`src/rtl/core/spt_pkg.sv`:
```
// Shared types and constants for the shell pipeline tokenizer.
// Used by the front, the queue, the back and the top level; no dependencies.
package spt_pkg;

    typedef logic [2:0] kind_t;

    localparam kind_t KIND_BYTE   = 3'd0;
    localparam kind_t KIND_TEND   = 3'd1;
    localparam kind_t KIND_SEP    = 3'd2;
    localparam kind_t KIND_ACCEPT = 3'd3;
    localparam kind_t KIND_REJECT = 3'd4;

    typedef enum logic [1:0] {
        QM_NONE   = 2'd0,
        QM_SINGLE = 2'd1,
        QM_DOUBLE = 2'd2
    } qmode_t;

    localparam logic [7:0] CH_PIPE      = 8'h7C;
    localparam logic [7:0] CH_SQUOTE    = 8'h27;
    localparam logic [7:0] CH_DQUOTE    = 8'h22;
    localparam logic [7:0] CH_BACKSLASH = 8'h5C;
    localparam logic [7:0] CH_SPACE     = 8'h20;
    localparam logic [7:0] CH_TAB       = 8'h09;
    localparam logic [7:0] CH_CR        = 8'h0D;

    localparam int MAX_RES = 3;

    // Results caused by one input byte; only the first slot can be a token byte.
    typedef struct packed {
        logic [1:0]          cnt;
        kind_t [MAX_RES-1:0] kinds;
        logic [7:0]          data;
    } entry_t;

endpackage

```
`src/rtl/core/spt_front.sv`:
```
// Front part: accepts input bytes, tracks quote and escape state and builds
// the group of results each byte causes. Depends on spt_pkg.
module spt_front
    import spt_pkg::*;
(
    input  logic       aclk,
    input  logic       aresetn,
    input  logic       s_tvalid,
    output logic       s_tready,
    input  logic [7:0] s_tdata,
    input  logic       s_tlast,
    output logic       push_valid,
    output entry_t     push_entry,
    input  logic       push_ready
);

    qmode_t qmode_reg, qmode_next;
    logic   esc_reg, esc_next;
    logic   tok_reg, tok_next;
    logic   seg_reg, seg_next;
    logic   after_reg, after_next;
    logic   err_reg, err_next;
    entry_t ent;

    assign s_tready = push_ready;

    always_comb begin
        logic [1:0] n;
        logic       is_ws;
        logic       rej;
        n          = 2'd0;
        rej        = 1'b0;
        ent        = '0;
        qmode_next = qmode_reg;
        esc_next   = esc_reg;
        tok_next   = tok_reg;
        seg_next   = seg_reg;
        after_next = after_reg;
        err_next   = err_reg;
        is_ws      = (s_tdata == CH_SPACE) || (s_tdata >= CH_TAB && s_tdata <= CH_CR);

        if (!err_reg) begin
            if (esc_reg) begin
                esc_next     = 1'b0;
                ent.kinds[0] = KIND_BYTE;
                ent.data     = s_tdata;
                n            = 2'd1;
            end else if (qmode_reg == QM_NONE && s_tdata == CH_PIPE) begin
                if (tok_reg) begin
                    ent.kinds[0] = KIND_TEND;
                    n            = 2'd1;
                end
                tok_next = 1'b0;
                if (!seg_reg) begin
                    ent.kinds[n] = KIND_REJECT;
                    n            = n + 2'd1;
                    err_next     = 1'b1;
                end else begin
                    ent.kinds[n] = KIND_SEP;
                    n            = n + 2'd1;
                    after_next   = 1'b1;
                    seg_next     = 1'b0;
                end
            end else if (qmode_reg == QM_NONE && is_ws) begin
                if (tok_reg) begin
                    ent.kinds[0] = KIND_TEND;
                    n            = 2'd1;
                end
                tok_next = 1'b0;
            end else begin
                tok_next = 1'b1;
                seg_next = 1'b1;
                if (s_tdata == CH_SQUOTE && qmode_reg != QM_DOUBLE) begin
                    qmode_next = (qmode_reg == QM_SINGLE) ? QM_NONE : QM_SINGLE;
                end else if (s_tdata == CH_DQUOTE && qmode_reg != QM_SINGLE) begin
                    qmode_next = (qmode_reg == QM_DOUBLE) ? QM_NONE : QM_DOUBLE;
                end else if (s_tdata == CH_BACKSLASH && qmode_reg != QM_SINGLE) begin
                    esc_next = 1'b1;
                end else begin
                    ent.kinds[0] = KIND_BYTE;
                    ent.data     = s_tdata;
                    n            = 2'd1;
                end
            end

            if (s_tlast && !err_next) begin
                if (esc_next && qmode_next == QM_DOUBLE) begin
                    rej = 1'b1;
                end
                if (qmode_next != QM_NONE) begin
                    rej = 1'b1;
                end
                if (rej) begin
                    ent.kinds[n] = KIND_REJECT;
                    n            = n + 2'd1;
                end else begin
                    if (tok_next) begin
                        ent.kinds[n] = KIND_TEND;
                        n            = n + 2'd1;
                    end
                    if (after_next && !seg_next) begin
                        ent.kinds[n] = KIND_REJECT;
                    end else begin
                        ent.kinds[n] = KIND_ACCEPT;
                    end
                    n = n + 2'd1;
                end
            end
        end

        if (s_tlast) begin
            qmode_next = QM_NONE;
            esc_next   = 1'b0;
            tok_next   = 1'b0;
            seg_next   = 1'b0;
            after_next = 1'b0;
            err_next   = 1'b0;
        end
        ent.cnt = n;
    end

    assign push_valid = s_tvalid && push_ready && (ent.cnt != 2'd0);
    assign push_entry = ent;

    always_ff @(posedge aclk) begin
        if (!aresetn) begin
            qmode_reg <= QM_NONE;
            esc_reg   <= 1'b0;
            tok_reg   <= 1'b0;
            seg_reg   <= 1'b0;
            after_reg <= 1'b0;
            err_reg   <= 1'b0;
        end else if (s_tvalid && s_tready) begin
            qmode_reg <= qmode_next;
            esc_reg   <= esc_next;
            tok_reg   <= tok_next;
            seg_reg   <= seg_next;
            after_reg <= after_next;
            err_reg   <= err_next;
        end
    end

endmodule

```
`src/rtl/core/spt_queue.sv`:
```
// Short queue of result groups between the front and the back part.
// Depends on spt_pkg for the entry type.
module spt_queue
    import spt_pkg::*;
#(
    parameter int DEPTH = 4
) (
    input  logic   aclk,
    input  logic   aresetn,
    input  logic   push_valid,
    input  entry_t push_entry,
    output logic   push_ready,
    input  logic   pop,
    output logic   pop_valid,
    output entry_t pop_entry
);

    localparam int PTR_W = (DEPTH > 1) ? $clog2(DEPTH) : 1;
    localparam int CNT_W = $clog2(DEPTH + 1);

    entry_t             slots_reg [DEPTH];
    logic [PTR_W-1:0]   wr_ptr_reg, rd_ptr_reg;
    logic [CNT_W-1:0]   cnt_reg;
    logic               do_push, do_pop;

    assign push_ready = (cnt_reg != CNT_W'(DEPTH));
    assign pop_valid  = (cnt_reg != '0);
    assign pop_entry  = slots_reg[rd_ptr_reg];
    assign do_push    = push_valid && push_ready;
    assign do_pop     = pop && pop_valid;

    always_ff @(posedge aclk) begin
        if (do_push) begin
            slots_reg[wr_ptr_reg] <= push_entry;
        end
    end

    always_ff @(posedge aclk) begin
        if (!aresetn) begin
            wr_ptr_reg <= '0;
            rd_ptr_reg <= '0;
            cnt_reg    <= '0;
        end else begin
            if (do_push) begin
                wr_ptr_reg <= (wr_ptr_reg == PTR_W'(DEPTH - 1)) ? '0 : wr_ptr_reg + 1'b1;
            end
            if (do_pop) begin
                rd_ptr_reg <= (rd_ptr_reg == PTR_W'(DEPTH - 1)) ? '0 : rd_ptr_reg + 1'b1;
            end
            if (do_push && !do_pop) begin
                cnt_reg <= cnt_reg + 1'b1;
            end else if (do_pop && !do_push) begin
                cnt_reg <= cnt_reg - 1'b1;
            end
        end
    end

endmodule

```
`src/rtl/core/spt_back.sv`:
```
// Back part: takes result groups from the queue and sends them out one
// result per transaction from an output register. Depends on spt_pkg.
module spt_back
    import spt_pkg::*;
(
    input  logic        aclk,
    input  logic        aresetn,
    input  logic        pop_valid,
    input  entry_t      pop_entry,
    output logic        pop,
    output logic        m_tvalid,
    input  logic        m_tready,
    output logic [7:0]  m_tdata,
    output logic [2:0]  m_tuser,
    output logic        m_tlast
);

    logic       busy_reg;
    entry_t     ent_reg;
    logic [1:0] idx_reg;
    logic       last;
    kind_t      kind;

    assign kind     = ent_reg.kinds[idx_reg];
    assign last     = (idx_reg == ent_reg.cnt - 2'd1);
    assign m_tvalid = busy_reg;
    assign m_tlast  = last;
    assign m_tdata  = (kind == KIND_BYTE) ? ent_reg.data : 8'd0;
    assign m_tuser  = kind;
    assign pop      = pop_valid && (!busy_reg || (m_tready && last));

    always_ff @(posedge aclk) begin
        if (pop) begin
            ent_reg <= pop_entry;
        end
    end

    always_ff @(posedge aclk) begin
        if (!aresetn) begin
            busy_reg <= 1'b0;
            idx_reg  <= 2'd0;
        end else if (pop) begin
            busy_reg <= 1'b1;
            idx_reg  <= 2'd0;
        end else if (busy_reg && m_tready) begin
            if (last) begin
                busy_reg <= 1'b0;
            end
            idx_reg <= idx_reg + 2'd1;
        end
    end

endmodule

```
`src/rtl/core/shell_pipeline_tokenizer.sv`:
```
// Top level of the shell pipeline tokenizer: front, queue and back part.
// Depends on spt_pkg, spt_front, spt_queue and spt_back.
//
// One command-line byte enters per transaction, with tlast on the last byte
// of a line, and a new byte is taken every cycle while the result queue has
// room. Each byte causes zero to three results, which leave one per cycle
// from the output register while m_tready is high; tlast marks the final
// result of each byte. A line ends with an accept or a reject result; after
// a reject the rest of the line gives nothing and the consumer drops that
// line's earlier results. While m_tready is high, the sustained rate is one
// byte per cycle while bytes give one result at most, else one result per cycle.
module shell_pipeline_tokenizer
    import spt_pkg::*;
#(
    parameter int FIFO_DEPTH = 4
) (
    input  logic        aclk,
    input  logic        aresetn,
    input  logic        s_tvalid,
    output logic        s_tready,
    input  logic [7:0]  s_tdata,   // [7:0] char_in
    input  logic        s_tlast,
    output logic        m_tvalid,
    input  logic        m_tready,
    output logic [7:0]  m_tdata,   // [7:0] out_byte
    output logic [2:0]  m_tuser,   // [2:0] out_kind
    output logic        m_tlast
);

    logic   push_valid, push_ready, pop, pop_valid;
    entry_t push_entry, pop_entry;

    spt_front u_front (
        .aclk       (aclk),
        .aresetn    (aresetn),
        .s_tvalid   (s_tvalid),
        .s_tready   (s_tready),
        .s_tdata    (s_tdata),
        .s_tlast    (s_tlast),
        .push_valid (push_valid),
        .push_entry (push_entry),
        .push_ready (push_ready)
    );

    spt_queue #(
        .DEPTH (FIFO_DEPTH)
    ) u_queue (
        .aclk       (aclk),
        .aresetn    (aresetn),
        .push_valid (push_valid),
        .push_entry (push_entry),
        .push_ready (push_ready),
        .pop        (pop),
        .pop_valid  (pop_valid),
        .pop_entry  (pop_entry)
    );

    spt_back u_back (
        .aclk      (aclk),
        .aresetn   (aresetn),
        .pop_valid (pop_valid),
        .pop_entry (pop_entry),
        .pop       (pop),
        .m_tvalid  (m_tvalid),
        .m_tready  (m_tready),
        .m_tdata   (m_tdata),
        .m_tuser   (m_tuser),
        .m_tlast   (m_tlast)
    );

`ifndef SYNTHESIS
    a_kind_range: assert property (@(posedge aclk) disable iff (!aresetn)
        m_tvalid |-> (m_tuser <= KIND_REJECT))
        else $error("Result kind out of range.");

    a_byte_zero: assert property (@(posedge aclk) disable iff (!aresetn)
        (m_tvalid && m_tuser != KIND_BYTE) |-> (m_tdata == 8'd0))
        else $error("Nonzero byte on a result that is not a token byte.");

    a_push_nonempty: assert property (@(posedge aclk) disable iff (!aresetn)
        push_valid |-> (push_entry.cnt != 2'd0 && push_entry.cnt <= 2'd3 && push_ready))
        else $error("Queue push of an empty result group or while full.");

    a_pop_on_free: assert property (@(posedge aclk) disable iff (!aresetn)
        (pop && m_tvalid) |-> (m_tready && m_tlast))
        else $error("Queue popped while a result group is still being sent.");
`endif

endmodule

```
`config.mk`:
```
export PLATFORM = sky130hd
export DESIGN_NAME = shell_pipeline_tokenizer
export DESIGN_NICKNAME = d
export VERILOG_FILES = /design/src/rtl/core/spt_pkg.sv /design/src/rtl/core/spt_front.sv /design/src/rtl/core/spt_queue.sv /design/src/rtl/core/spt_back.sv /design/src/rtl/core/shell_pipeline_tokenizer.sv
export SDC_FILE = /design/constraint.sdc
export NUM_CORES = 1
export LEC_CHECK = 0
export BUFFER_PORTS_ARGS = -buffer_cell sky130_fd_sc_hd__buf_4
export CAP_MARGIN = 40
export CORE_MARGIN = 2
export CORE_UTILIZATION = 55
export DETAILED_ROUTE_END_ITERATION = 7
export HOLD_SLACK_MARGIN = 0.06
export PLACE_DENSITY = 0.84
export SLEW_MARGIN = 0
export SYNTH_ARGS = -nofsm -noshare
export SYNTH_HDL_FRONTEND = slang
export SYNTH_SLANG_ARGS = --single-unit
```
`constraint.sdc`:
```
create_clock -name aclk -period 10 [get_ports aclk]
set_input_delay 1 -clock aclk [delete_from_list [all_inputs] [get_ports aclk]]
set_output_delay 1 -clock aclk [all_outputs]
set_load 0.01 [all_outputs]
```
# ---- After elaboration in Yosys (flattened, before gate mapping)
# Memory sizes are Yosys's and may differ from the RTL's. A register that Yosys moved wholly into a read port is not among the register bits.
# Cells that the tools add are included.
dict set report word_totals {
  register_bits 17
  mem_bits_rw 76
  out_inout_bits 14
  memories 1
}
dict set report classes {
  n_addsub 9
  magnitude_cmp 9
  eq_ne 15
  mux 108
  n_bitwise 19
  reduce_logical 39
}
# memory words width read_ports rd_ports_with_merged_regs write_ports line_no
set mem_list {}
lappend mem_list {u_queue.slots_reg 4 19 1 1 1 spt_queue.sv:21} ;# entry_t slots_reg [DEPTH];
# cell count
set ops {}
lappend ops {{two-way mux 9 bit} 8}
lappend ops {{two-way mux 2 bit} 26}
lappend ops {{two-way mux 1 bit} 47}
lappend ops {{two-way mux 11 bit} 4}
lappend ops {{two-way mux 3 bit} 11}
lappend ops {{two-way mux 8 bit} 4}
lappend ops {{inverter 6 bit} 5}
lappend ops {{== test 8 x 6 -> 1 bit, second input constant} 3}
lappend ops {{logical AND 1 bit} 21}
lappend ops {{AND 6 bit} 3}
lappend ops {{demux 3 bit (select 2 bit)} 3}
lappend ops {{two-way mux 6 bit} 3}
lappend ops {{two-way mux 17 bit} 1}
lappend ops {{== test 8 x 7 -> 1 bit, second input constant} 2}
lappend ops {{adder 2 x 1 -> 2 bit, second input constant} 6}
lappend ops {{AND 2 x 6 -> 6 bit} 2}
lappend ops {{< comparator 2 x 3 -> 1 bit, second input constant} 4}
lappend ops {{nonzero test 2 bit} 5}
lappend ops {{bitwise OR 3 bit} 3}
lappend ops {{== test 2 bit, second input constant} 4}
lappend ops {{greater-or-equal comparator 8 x 4 -> 1 bit, second input constant} 1}
lappend ops {{<= comparator 8 x 4 -> 1 bit, second input constant} 1}
lappend ops {{binary-select mux 3 bit (select 2 bit)} 1}
lappend ops {{greater-or-equal comparator 2 x 1 -> 1 bit, second input constant} 3}
lappend ops {{other kinds (20)} 28}

# ---- Depth between registers and ports, before layout
# Gate-level depths: netlist (run 1).
dict set report logic_depth {
  depth_word 28
  depth_mapped 18
  ltp_nobuf 17
}

# ---- By module
# Synthesis (run 1) repeated with hierarchy kept, for this count alone.
dict set report unflattened {
  cells_unflattened 383
  hier_area_um2 5455.2
}
# module instances cells_per_inst area_per_inst_um2 seq_area_each_um2
set by_module_without_submodules {}
lappend by_module_without_submodules {spt_queue 1 150 3225.6 2462.4}
lappend by_module_without_submodules {spt_front 1 172 1273.7 140.1}
lappend by_module_without_submodules {spt_back 1 61 955.9 630.6}

# ---- Worst setup path after synthesis (run 1)
# Ideal clock, no wire load.
dict set report synth_path {
  path_type {input to register}
  startpoint {input s_tdata[4]}
  endpoint {register u_queue.cnt_reg[2]}
  arrival_time_ns 4.963
  t_required_ns 9.924
  slack_ns 4.961
  cell_stages 17
  path_buffers 0
  cell_sequence {or3_4 or4_4 a2111o_1 a31oi_4 ha_1 nand2_1 nand2_1 ha_1 mux2i_1 mux2i_1 a21boi_2 ha_1 inv_1 fa_1 xor2_1 or3_1 a21boi_0}
}
dict set report synth_via {
  elab_chain_cells 24
  elab_cells_between_ends 67
  cone_classes {add/sub (2); order compare (2); eq/ne (6); mux (39); reduce/logical (18)}
}
# item line_no
set synth_lines {}
lappend synth_lines {{start, declared} shell_pipeline_tokenizer.sv:21} ;# input logic [7:0] s_tdata,
lappend synth_lines {{branches (longest 16 deep; another with greater-or-equal comparator 8 x 4 -> 1 bit)} n/a}
lappend synth_lines {{two-way mux 2 bit (*)} spt_front.sv:86} ;# if (s_tlast && !err_next) begin
lappend synth_lines {{two-way mux 2 bit (*)} spt_front.sv:42} ;# if (!err_reg) begin
lappend synth_lines {{nonzero test 2 bit (*)} spt_front.sv:122} ;# assign push_valid = s_tvalid && push_ready && (ent.cnt != 2'd0);
lappend synth_lines {{logical AND 1 bit (*)} spt_front.sv:122}
lappend synth_lines {{logical AND 1 bit (*)} spt_queue.sv:29} ;# assign do_push = push_valid && push_ready;
lappend synth_lines {{named net u_queue.do_push} spt_queue.sv:24} ;# logic do_push, do_pop;
lappend synth_lines {{zero test 1 bit} spt_queue.sv:52} ;# end else if (do_pop && !do_push) begin
lappend synth_lines {{logical AND 1 bit} spt_queue.sv:52}
lappend synth_lines {{nonzero test 2 bit (no line)} n/a}
lappend synth_lines {{end signal, assigned} spt_queue.sv:51} ;# cnt_reg <= cnt_reg + 1'b1;
lappend synth_lines {{end signal, assigned} spt_queue.sv:53} ;# cnt_reg <= cnt_reg - 1'b1;
lappend synth_lines {{end, declared} spt_queue.sv:23} ;# logic [CNT_W-1:0] cnt_reg;
# Mark *: on every way through the listed nets, which the timed path passes. The select of a mux whose other input is x is not followed.
# A chain may end at the register's enable or synchronous reset.

# ---- Worst setup path after layout (run 1)
# Ends and elaborated chain as after synthesis.

==> results of run 1 <==
-- metrics by stage --
stage          setup slack (ns)  std cells  utilization [%]
2_1_floorplan              4.96        367                -
4_1_cts                    4.86        514             62.7
3_5_place_dp               4.48        498             60.3
6_report                   4.87        514             62.7
5_1_grt                    4.68        514             62.7
3_3_place_gp               4.67        493             59.3
-- logic make-up (layout without fill, tap and decap cells) --
| group | after synthesis | in the layout | share of synthesized area [%] |
|---|---|---|---|
| AND/OR/NAND/NOR | 126 | 126 | 13.3 |
| flip-flops | 112 | 112 | 62.2 |
| AO/OA/AOI/OAI | 55 | 55 | 7.78 |
| multiplexers | 28 | 28 | 10.1 |
| buffers and inverters | 26 | 62 | 1.90 |
| adder cells (fa/ha/maj) | 13 | 13 | 3.32 |
| XOR/XNOR | 7 | 7 | 1.34 |
-- cell type report --
| type | instances | area (um^2) | area share [%] |
|---|---|---|---|
| clock inverter | 7 | 97.6 | 1.70 |
| timing repair buffer | 32 | 290 | 5.06 |
| clock buffer | 9 | 124 | 2.16 |
| sequential | 112 | 3190 | 55.6 |
| inverter | 14 | 52.6 | 0.916 |
| multi-input combinational | 229 | 1840 | 32.1 |
| tap | 111 | 139 | 2.42 |
-- worst paths after layout --
kind                     startpoint            endpoint  depth (start not counted)  slack (ns)
hold / removal    u_front.after_reg   u_front.after_reg                          2        0.48
hold reg to reg   u_front.after_reg   u_front.after_reg                          2        0.48
setup reg to reg    u_front.esc_reg  u_queue.cnt_reg[2]                         17        5.36
setup / recovery         s_tdata[4]  u_queue.cnt_reg[2]                         18        4.87
-- worst max-delay path: cells and delay by family --
family	cells	cell delay, ns
simple gates	5	1.30
fa+ha+maj	4	1.25
compound gates	4	1.24
mux	2	0.25
buf+inv	2	0.19
xor+xnor	1	0.18
-- synth_stat cells (2+ instances only) --
master	number
a2111oi_0	2
a21boi_0	7
a21o_1	3
a21oi_1	7
a22oi_1	3
a31o_2	2
a31oi_1	5
a32oi_1	2
and2_1	23
buf_1	2
clkbuf_1	10
dfxtp_1	17
edfxtp_1	95
ha_1	12
inv_1	14
mux2i_1	8
mux4_2	19
nand2_1	30
nand2b_1	5
nand3_1	4
nand3b_1	5
nand4b_1	2
nor2_1	20
nor2b_1	11
nor3_1	9
nor4_1	2
o21a_1	2
o21ai_0	9
o22ai_1	3
or3_1	6
or4_1	2
xor2_1	5
-- power breakdown --
group	total (mW)	switching [mW]	internal, mW
clock network	0.288	0.161	0.126
logic	0.343	0.180	0.164
registers	0.649	0.0338	0.616
total	1.28	0.375	0.905
-- per-layer routing --
layer / track usage [%] / up-vias / share of wire [%]
met3: 4.16 / 4 / 4.0
met1: 26.3 / 1513 / 44
met4: 5.06 / 0 / 0.66
met5: 0 / - / 0
met2: 34.3 / 73 / 51
li1: - / 1449 / -
==> metrics.yaml, run 1 <==
outcome:
  run_status: "finished, final reports clean"
synth:
  synth_cells: 367
  synth_cell_types: 53
  synth_top_area_share_pct: 55.6
  yosysTopAreaCell: "edfxtp_1"
  synth_area_um2: 5130
  synthArstFlopShare_pct: 0
  synth_seq_cells: 112
  ys_warn_count: 0
  synth_nets: 393
  ys_seq_area_share_pct: 62.2
  synth_area_per_cell_um2: 14.0
  synth-edff-count: 95
  ys_top_cells_by_area: "edfxtp_1 (56%), mux4_2 (8.3%), dfxtp_1 (6.6%), ha_1 (2.9%), and2_1 (2.8%)"
  ys.flop_type: "edfxtp_1"
critical_path:
  cpPeakStageDelay_ns: 0.47
  worst_path_max_delay_cell: "a2111o_1"
  path_class: "in -> reg"
  cpMostUsedCell: "ha_1"
  start_kind: "primary input"
  arrival_ns: 5.42
  endpoint_kind: "flop"
  cp_cell_sequence: "buf_4 > or3_4 > or4_4 > a2111o_1 > a31oi_4 > ha_1 > nand2_1 > nand2_1 > ha_1 > mux2i_1 > mux2i_1 > a21boi_2 > ha_1 > inv_1 > fa_1 > xor2_1 > or3_1 > a21boi_0"
  crit_fanout: 7
  critPathRequiredTime_ns: 10.29
clock_tree:
  hold_buffers: 0
  root_buffer: "clkbuf_8"
  cts.clk_slew.worst_paths_ns: 0.10
  cts_tree: "yes"
  htreeDepth: 3
  clock_latency_ns: 0.38
  cts_buffers: 9
  cts_resized: 0
  clock_path_buffers: 2
  postCtsSetupBuffers: 0
  clock-sinks: 112
placed_design:
  gp_congestion: 0.881
  io_buffers: 26
  hpwl_mm: 6.77
  placed_cell_area_um2: 5520
sta:
  finalSetupViolCount: 0
  slew_viol_final: 0
  skew_ns: 0.0210
  finalHoldViolCount: 0
  worst_slew_pin_slew_ns: 0.748
  rsz0062_at_grt: "false"
  finalSetupTns_ns: 0
  fmax_ghz: 0.195
  min_period_ns: 5.13
  max_slew_margin_pct: 50.1
  whs_ns: 0.478
  final.period_utilization_pct: 51.3
power_and_ir_drop:
  total_power_mw: 1.28
  vdd_drop_max_uv: 85.1
  power_leakage_nw: 2.01
  p_per_area_nw_per_um2: 223
drt:
  vias_per_cell: 5.91
  ant_nets: 0
  drt_iter0_drc: 162
  wl_mm: 9.24
  drc_errors: 0
  drtPass1Iterations: 4
  routedWlPerCell_um: 18.0
  via_count: 3039
die:
  coreArea_um2: 9150
  fp.dieH_um: 101
  initial_core_util_pct: 56.1
  ios: 27
  die_x_um: 101
  rows: 35
  dieArea_um2: 10100
global_route:
  grt_pass1_vias: 3026
  grt_pass1_wl_mm: 15.3
  grt_max_degree: 23
  gr-usage-all-layers_pct: 20.0
  grt_overflow: 0
  antenna_found_initial: 0
finish:
  areaGrowthSynthToFinish_pct: 11.8
  final_cell_mix: "edfxtp_1 (95), nand2_1 (30), buf_4 (27)"
  final_common_cell: "edfxtp_1"
  drive_gt1_share_pct: 19.4
  fin_area_um2: 5740
  diodes: 0
  finalNetCount: 424
  largest_reg_flops: 76
  fill_cells: 669
worst_hold_path:
  hp-class: "reg -> reg"
run:
  maxCapViolCount: 0
No activity file was read; power rests on OpenSTA's default activity.
==> run 2, diff against run 1 <==
- clock period: 10 -> 5.1 ns (I/O delays scaled with it)
==> metrics.yaml, run 2 (synthesized netlist as in run 1, its figures left out) <==
outcome:
  run_status: "finished, final reports clean"  # unchanged
run:
  maxCapViolCount: 0  # unchanged
finish:
  multiInputGateArea_um2: 1840  # unchanged
  diodes: 0  # unchanged
  areaGrowthSynthToFinish_pct: 11.2  # was 11.8%
  largest_reg_flops: 76  # unchanged
  fin_util_pct: 62.4  # was 62.7%
  regArea_um2: 3190  # unchanged
  finalNetCount: 426  # was 424
  final_common_cell: "edfxtp_1"  # unchanged
  final_cell_mix: "edfxtp_1 (95), buf_4 (33), nand2_1 (30)"  # was edfxtp_1 (95), nand2_1 (30), buf_4 (27)
  drive_gt1_share_pct: 19.8  # was 19.4%
  fill_cells: 673  # was 669
global_route:
  grt_max_degree: 23  # unchanged
  met1_usage_pct: 25.4  # was 26.3%
  grt_use_met3_pct: 4.16  # unchanged
  grt_overflow: 0  # unchanged
  busiest_layer: "met2"  # unchanged
  met2_usage_pct: 33.5  # was 34.3%
  grt_pass1_vias: 3127  # was 3026
  antenna_found_initial: 0  # unchanged
  grt_pass1_wl_mm: 15.2  # was 15.3 mm
  gr-usage-all-layers_pct: 19.9  # was 20.0%
die:
  ios: 27  # unchanged
  initial_core_util_pct: 56.1  # unchanged
  coreArea_um2: 9150  # unchanged
  die_x_um: 101  # unchanged
  rows: 35  # unchanged
  fp.dieH_um: 101  # unchanged
  dieArea_um2: 10100  # unchanged
drt:
  ant_nets: 0  # unchanged
  wl_mm: 9.25  # was 9.24 mm
  via_count: 3087  # was 3039
  drtPass1Iterations: 7  # was 4
  routedWlPerCell_um: 17.9  # was 18.0 um
  drt_iter0_drc: 176  # was 162
  drc_errors: 0  # unchanged
  vias_per_cell: 5.98  # was 5.91
placed_design:
  gp_congestion: 0.882  # was 0.881
  hpwl_mm: 6.53  # was 6.77 mm
  io_buffers: 26  # unchanged
critical_path:
  endpoint_kind: "flop"  # unchanged
  cp_cell_sequence: "buf_4 > or3_4 > or4_4 > a2111o_1 > a31oi_4 > ha_1 > nand2_1 > nand2_1 > ha_1 > mux2i_1 > mux2i_1 > a21boi_2 > ha_1 > inv_1 > fa_1 > xor2_1 > or3_1 > a21boi_0"  # unchanged
  cp_top_family: "simple AND/OR/NAND/NOR gates"  # unchanged
  crit_buf_inv: 2  # unchanged
  path_class: "in -> reg"  # unchanged
  reg2reg_from: "u_front.esc_reg"  # unchanged
  worstRegToRegCells: 18  # was 17
  critPathRequiredTime_ns: 5.41  # was 10.29 ns
  worst_path_max_delay_cell: "a2111o_1"  # unchanged
  rrSetupSlack_ns: 0.94  # was 5.36 ns
  start_kind: "primary input"  # unchanged
  rr_endpoint: "u_queue.cnt_reg[2]"  # unchanged
  cpPeakStageDelay_ns: 0.46  # was 0.47 ns
  crit_fanout: 6  # was 7
  cpMostUsedCell: "ha_1"  # unchanged
  arrival_ns: 4.68  # was 5.42 ns
sta:
  skew_ns: 0.0125  # was 0.0210 ns
  rsz0062_at_grt: "false"  # unchanged
  fmax_ghz: 0.229
  worst_slew_pin_slew_ns: 0.749  # was 0.748 ns
  final.period_utilization_pct: 85.7
  min_period_ns: 4.37
  max_slew_margin_pct: 50.0  # was 50.1%
  finalSetupViolCount: 0  # unchanged
  finalHoldViolCount: 0  # unchanged
  finalSetupTns_ns: 0  # unchanged
  whs_ns: 0.404  # was 0.478 ns
  slew_viol_final: 0  # unchanged
clock_tree:
  postCtsSetupBuffers: 0  # unchanged
  root_buffer: "clkbuf_8"  # unchanged
  cts_resized: 0  # unchanged
  cts_buffers: 9  # unchanged
  clock_latency_ns: 0.38  # about the same
  cts.clk_slew.worst_paths_ns: 0.10  # about the same
  clock-sinks: 112  # unchanged
  clock_path_buffers: 2  # unchanged
  htreeDepth: 3  # unchanged
  hold_buffers: 0  # unchanged
  cts_tree: "yes"  # unchanged
power_and_ir_drop:
  internal_power_mw: 1.72  # was 0.905 mW
  power_leakage_nw: 2.00  # was 2.01 nW
  p_per_area_nw_per_um2: 432  # was 223 nW/um^2
  seqPwrFrac_pct: 51.8  # was 50.7%
  total_power_mw: 2.46  # was 1.28 mW
  clockPowerShare_pct: 21.2  # was 22.5%
  swShare_pct: 30.1  # was 29.3%
  pwr-share-comb_pct: 27.0  # was 26.8%
  switchingPower_mw: 0.740  # was 0.375 mW
  vdd_drop_max_uv: 242  # was 85.1 uV
worst_hold_path:
  hold_depth: 3  # was 2
  hold_end: "u_front.err_reg"  # was u_front.after_reg
  hp-class: "in -> reg"  # was reg -> reg
  min_from: "s_tvalid"  # was u_front.after_reg
## run 2: metrics by stage
stage	area (um^2)	setup WS (ns)	std cells
after floorplan	5130	0.551	367
after global placement	5470	0.461	499
after detailed placement	5500	0.342	500
after CTS	5710	0.738	516
after global routing	5710	0.478	516
final	5710	0.727	516
## run 2: cell type report
class                      instances  area share [%]
timing repair buffer              34            4.82
multi-input combinational        229            32.3
sequential                       112            56.0
clock buffer                       9            2.17
inverter                          14           0.921
clock inverter                     7            1.43
tap                              111            2.43
## run 2: worst max path at each step
stage / from / end / slack, ns / depth (start not counted)
3_3_place_gp: s_tdata[4] / u_queue.cnt_reg[2] / 0.46 / 18
5_1_grt: s_tdata[4] / u_queue.cnt_reg[2] / 0.48 / 18
2_1_floorplan: s_tdata[4] / u_queue.cnt_reg[2] / 0.55 / 17
6_report: s_tdata[4] / u_queue.cnt_reg[2] / 0.73 / 18
3_5_place_dp: s_tdata[4] / u_queue.cnt_reg[2] / 0.34 / 18
4_1_cts: s_tdata[4] / u_queue.cnt_reg[2] / 0.74 / 18
## run 2: layer usage
layer / vias up / wire length (um) / share of wire, %
met5: - / 0 / 0
met1: 1520 / 4040 / 44
met2: 105 / 4660 / 50
met3: 9 / 446 / 4.8
met4: 0 / 107 / 1.2
li1: 1453 / - / -
## run 2: power by group through the flow
stage	logic, mW	clock network, mW	registers [mW]
floorplan	0.459	0	1.27
global placement	0.625	0	1.30
detailed placement	0.678	0	1.30
CTS	0.680	0.530	1.28
global route	0.739	0.565	1.29
finish	0.665	0.522	1.28
## run 2: worst reg2reg max path, cell delays in order, from the launching register on
cell and delay, ns:
dfxtp_1 0.47, or3_1 0.48, nor4_1 0.21, buf_4 0.18, and2_1 0.20, inv_1 0.10, ha_1 0.30, nand2_1 0.07
nand2_1 0.07, ha_1 0.27, mux2i_1 0.13, mux2i_1 0.12, a21boi_2 0.16, ha_1 0.20, inv_1 0.07, fa_1 0.43
xor2_1 0.18, or3_1 0.30, a21boi_0 0.16
